**config.mk**
```make
export PLATFORM = sky130hd
export DESIGN_NAME = swmac_cell
export DESIGN_NICKNAME = d
export VERILOG_FILES = /design/src/hw/rtl/swmac_pkg.sv /design/src/hw/rtl/swmac_cell.sv
export SDC_FILE = /design/constraint.sdc
export NUM_CORES = 1
export LEC_CHECK = 0
export ABC_AREA = 1
export BUFFER_PORTS_ARGS = -buffer_cell sky130_fd_sc_hd__buf_2
export CORE_MARGIN = 4
export CORE_UTILIZATION = 45
export DETAILED_ROUTE_END_ITERATION = 7
export HOLD_SLACK_MARGIN = 0.08
export PLACE_DENSITY_LB_ADDON = 0.1
export SYNTH_ARGS = -nofsm -noshare
export SYNTH_HDL_FRONTEND = slang
export SYNTH_SLANG_ARGS = --single-unit
export TNS_END_PERCENT = 1
```
**constraint.sdc**
```tcl
create_clock -name i_clk -period 4.2 [get_ports i_clk]
set_clock_uncertainty 0.2 [all_clocks]
set_input_delay 0.63 -clock i_clk [delete_from_list [all_inputs] [get_ports i_clk]]
set_output_delay 0.63 -clock i_clk [all_outputs]
set_load 0.1 [all_outputs]
```
**src/hw/rtl/swmac_pkg.sv**
```systemverilog
// Package for the sliding-window median and absolute-deviation cost block.
// Holds the fixed port widths and the operation bundle shared by the cells and the top level.
// Depends on nothing.
package swmac_pkg;

    localparam int SAMPLE_W = 32;
    localparam int MEDIAN_W = 32;
    localparam int COST_W   = 40;
    localparam int CFG_W    = 9;

    typedef struct packed {
        logic remove;
        logic insert;
    } t_cell_op;

endpackage

```
**src/hw/rtl/swmac_cell.sv**
```systemverilog
// One cell of the sorted chain: holds a single window value in ascending position.
// Shifts left on removal and right on insertion, trading values with its two neighbours.
// Depends on swmac_pkg.
module swmac_cell #(
    parameter int VAL_W = 32,
    parameter int CW    = 9,
    parameter int IDX   = 0
) (
    input  logic                  i_clk,
    input  swmac_pkg::t_cell_op   i_op,
    input  logic [CW-1:0]         i_count,
    input  logic [VAL_W-1:0]      i_key,
    input  logic [VAL_W-1:0]      i_left_val,
    input  logic                  i_left_gt,
    input  logic [VAL_W-1:0]      i_right_val,
    output logic [VAL_W-1:0]      o_val,
    output logic                  o_gt
);

    localparam logic [CW-1:0] MY_IDX = CW'(IDX);

    logic [VAL_W-1:0] r_val;
    logic [VAL_W-1:0] n_val;
    logic             held;
    logic             ge;
    logic             gt;

    assign held = MY_IDX < i_count;
    assign ge   = held && (r_val >= i_key);
    assign gt   = held && (r_val > i_key);

    always_comb begin
        n_val = r_val;
        if (i_op.remove && ge) begin
            n_val = i_right_val;
        end else if (i_op.insert) begin
            if (held && !gt) begin
                n_val = r_val;
            end else if (i_left_gt) begin
                n_val = i_left_val;
            end else if (MY_IDX <= i_count) begin
                n_val = i_key;
            end
        end
    end

    always_ff @(posedge i_clk) begin
        r_val <= n_val;
    end

    assign o_val = r_val;
    assign o_gt  = gt;

endmodule

```
== Word-level counts from Yosys, hierarchy flattened ==
Cells that the tools add are included.
Cells by class
  equal/unequal tests: 1
  magnitude comparators: 4
  multiplexer cells: 5
  reduce and logical (&&, ||, !) cells: 8
Operators by type and width (number)
  32-bit 2-to-1 mux: 5
  32-bit >= comparator: 1
  32-bit > comparator: 1
  1-bit by 9-bit less-or-equal comparator with 1-bit output, first input constant: 1
  1-bit by 9-bit less-than comparator with 1-bit output, first input constant: 1
  1-bit logical AND: 4
  3-bit AND reduction: 1
  3-bit nonzero test: 1
  2-bit != test, second input constant: 1
  2-bit nonzero test: 1
  1-bit zero test: 1
Storage, ports and cells
  logic and storage cells: 19
  flip-flop bits (word level): 32

== Logic depth before layout (Yosys ltp) ==
  word-level depth: 7
  depth in mapped cells: 17
  gate-level depth less buffers: 17

== Worst setup path before layout ==
No wires, ideal clock.
  path kind: reg-to-output
  start point: register r_val[23] (netlist: o_val[23])
  end point: output o_gt
  path slack: 0.226 ns
  stages on the path, launching flop included: 10
  data required time: 3.370 ns
  arrival time: 3.144 ns
  cell sequence: edfxtp_1 ha_1 nand2_1 nor2_2 nand2_1 nor3_1 nand2_1 nand2_1 nand2_1 nor2_1
Between the ends
  word-level cells in the longest chain between the ends: 2
Ends and longest elaborated chain
  start: declaration: RTL line swmac_cell.sv:22  | logic [VAL_W-1:0] r_val;
  start signal: assignment: RTL line swmac_cell.sv:48  | r_val <= n_val;
  32-bit > comparator: RTL line swmac_cell.sv:30  | assign gt = held && (r_val > i_key);
  1-bit logical AND: RTL line swmac_cell.sv:30
  end: declaration: RTL line swmac_cell.sv:17  | output logic o_gt
Every way passes these cells.

== Final worst setup path ==
  start point: input i_key[23]
  end point: output o_gt
Between the ends
  word-level cells in the longest chain between the ends: 2
Ends and longest elaborated chain
  start: declaration: RTL line swmac_cell.sv:12  | input logic [VAL_W-1:0] i_key,
  32-bit > comparator: RTL line swmac_cell.sv:30
  1-bit logical AND: RTL line swmac_cell.sv:30
Every way passes these cells.

==> impl_metrics.json <==
{
  "cts-resized-gates": 0,
  "r2r_start": "o_val[5]",
  "worst_ep_arrival_time_ns": 2.34,
  "path_clk_slew_ns": 0.06,
  "initial_core_util_pct": 47.2,
  "cts_buffer_depth": 2,
  "final_common_cell": "buf_2",
  "max_stage_delay_ns": 0.45,
  "grt_use_total_pct": 18.8,
  "nFillCells": 587,
  "drtIter0Drc": 88,
  "syn_area_um2": 2830,
  "setup-tns-final_ns": 0,
  "n_antenna_cell": 0,
  "cts_buffers": 5,
  "whs_ns": 0.452,
  "cts.hold.buffers_added": 0,
  "cts_tree": "done",
  "row_count": 28,
  "relSlewSlack_pct": 38.2,
  "die_area_um2": 7610,
  "min_period_ns": 3.17,
  "worstSetupPathType": "primary input to primary output",
  "power.share.clock_pct": 11.3,
  "antenna_found_initial": 0,
  "vias_per_cell": 4.78,
  "power.density_nw_per_um2": 532,
  "die_w_um": 87.2,
  "final_cell_area_um2": 3600,
  "postCtsSetupRepairBufs": 0,
  "r2r-end": "o_val[9]",
  "vdd_drop_max_v": 0.000310,
  "setup_slack_ns": 1.03,
  "yosys.cell_types.count": 26,
  "reg2regPathDepth": 10,
  "fmax_mhz": 316,
  "synth_top_area_share_pct": 34.0,
  "critical-path-top-delay-family": "simple AND/OR/NAND/NOR gates",
  "cp_common_cell": "nand2_1",
  "yosysTopAreaCell": "edfxtp_1",
  "syn_inst": 367,
  "fin_nets": 642,
  "overflow": 0,
  "postRouteAntennaNets": 0,
  "grt_pass1_wl_um": 11200,
  "seq_area_frac_synth_pct": 34.0,
  "crit_buf_inv": 3,
  "syn_to_final_growth_pct": 27.3,
  "grt_setup_unrepaired": "no",
  "cts_sinks": 32,
  "leakage_uw": 0.00196,
  "grt_pass1_vias": 2585,
  "drcViolationCount": 0,
  "pre_cts_slack_ns": 0.829,
  "min-delay-path-class": "primary input to flip-flop",
  "cap_violations": 0,
  "internal-power_uw": 824,
  "post-route-period-util_pct": 75.4,
  "min_delay_path_depth": 3,
  "insertion_delay_ns": 0.27,
  "die_h_um": 87.2,
  "mostFrequentLayoutCells": "buf_2 (141), nand2_1 (110), inv_1 (40)",
  "mappedNetlistNets": 508,
  "cts_root_buffer": "clkbuf_8",
  "comb_power_share_pct": 61.7,
  "wl_per_cell_um": 12.6,
  "seq_power_share_pct": 27.0,
  "cp-end-kind": "primary output",
  "firstDrtPassIters": 4,
  "hold_viol_final": 0,
  "ys_seq_elements": 32,
  "htreeDepth": 2,
  "path_max_fanout": 3,
  "finalSetupViolCount": 0,
  "r2r_slack_ns": 1.18,
  "worstHoldStart": "i_right_val[24]",
  "top_level_ports": 142,
  "slew_violations": 0,
  "wirelength_um": 7240,
  "status": "finished clean",
  "switchingPower_uw": 1090,
  "hpwl_um": 5600,
  "swShare_pct": 57.0,
  "gp_congestion": 0.814,
  "yosysWarnings": 0,
  "synth_area_leaders": "edfxtp_1 (34%), nand2_1 (15%), ha_1 (14%)",
  "worstSetupStartpointType": "primary input",
  "syn_area_per_cell_um2": 7.70,
  "vias": 2755,
  "tightestPinTransition_ns": 0.927,
  "crit_required_ns": 3.37,
  "port_buffers": 141,
  "total_power_uw": 1910,
  "placed_cell_area_um2": 3520,
  "core_area_um2": 5990,
  "slowest_stage": "buf_2",
  "layout-drive-gt1-share_pct": 37.5,
  "largest_reg_flops": 32,
  "worst_hold_path.endpoint": "o_val[24]",
  "path_cells": "buf_2 -> inv_1 -> ha_1 -> nand2_1 -> nor2_2 -> nand2_1 -> nor3_1 -> nand2_1 -> nand2_1 -> nand2_1 -> nor2_1 -> buf_2",
  "grt_max_degree": 64
}
## cells in the mapped netlist
cell and number:
a21o_1 1, a21oi_1 12, a21oi_2 1, buf_12 3, buf_2 3, buf_4 3, clkbuf_1 7, clkinv_1 1
edfxtp_1 32, ha_1 32, inv_1 40, inv_2 1, mux2_2 1, nand2_1 110, nand2_2 29, nand2_8 1
nand3_1 34, nand3_4 1, nand4_1 2, nor2_1 12, nor2_2 4, nor3_1 1, nor4_4 1, o21a_1 1
o21ai_0 33, or3_4 1
## final cells by class
| cell class | count | area (um^2) | area share (%) |
|---|---|---|---|
| clock buffer | 5 | 68.8 | 1.91 |
| clock inverter | 2 | 7.51 | 0.209 |
| inverter | 42 | 158 | 4.38 |
| multi-input combinational | 277 | 1590 | 44.1 |
| sequential | 32 | 961 | 26.7 |
| tap | 75 | 93.8 | 2.61 |
| timing repair buffer | 143 | 721 | 20.0 |
## power groups by stage
| stage | sequential, uW | clock [uW] | combinational, uW |
|---|---|---|---|
| after floorplan | 1110 | 0 | 418 |
| after global placement | 525 | 0 | 1180 |
| after detailed placement | 525 | 0 | 1190 |
| after CTS | 519 | 221 | 1190 |
| after global routing | 528 | 241 | 1270 |
| final | 518 | 216 | 1180 |
## worst min-delay path, stage by stage
cell and delay, ns:
buf_2 0.08, nand3_1 0.06, nand2_1 0.06
## how the worst max path moves through the flow
stage / startpoint / to / cells after the start
detailed placement: i_key[5] / o_val[5] / 12
floorplan: o_val[23] / o_gt / 9
global route: i_key[23] / o_gt / 12
CTS: i_key[23] / o_gt / 12
finish: i_key[23] / o_gt / 12
global placement: i_key[23] / o_val[4] / 12
## per-layer routing
layer,vias to the layer above,share of wire [%],track usage [%]
li1,1475,-,-
met5,-,0,0
met1,1181,42,23.5
met2,92,47,32.7
met4,0,0.97,4.60
met3,7,9.2,4.54
## metrics by stage
stage / cells / util (%)
finish: 576 / 60.0
global route: 576 / 60.0
global placement: 569 / 58.8
floorplan: 367 / -
CTS: 576 / 60.0
detailed placement: 569 / 58.8
## cells by family after synthesis
group | after synthesis | share of synthesized area, %
fa+ha+maj | 32 | 14.2
mux | 1 | 0.399
flops | 32 | 34.0
compound gates | 48 | 8.81
buf+inv | 58 | 9.96
simple gates | 196 | 32.6
Note: power is estimated with default switching activity, not from simulation.
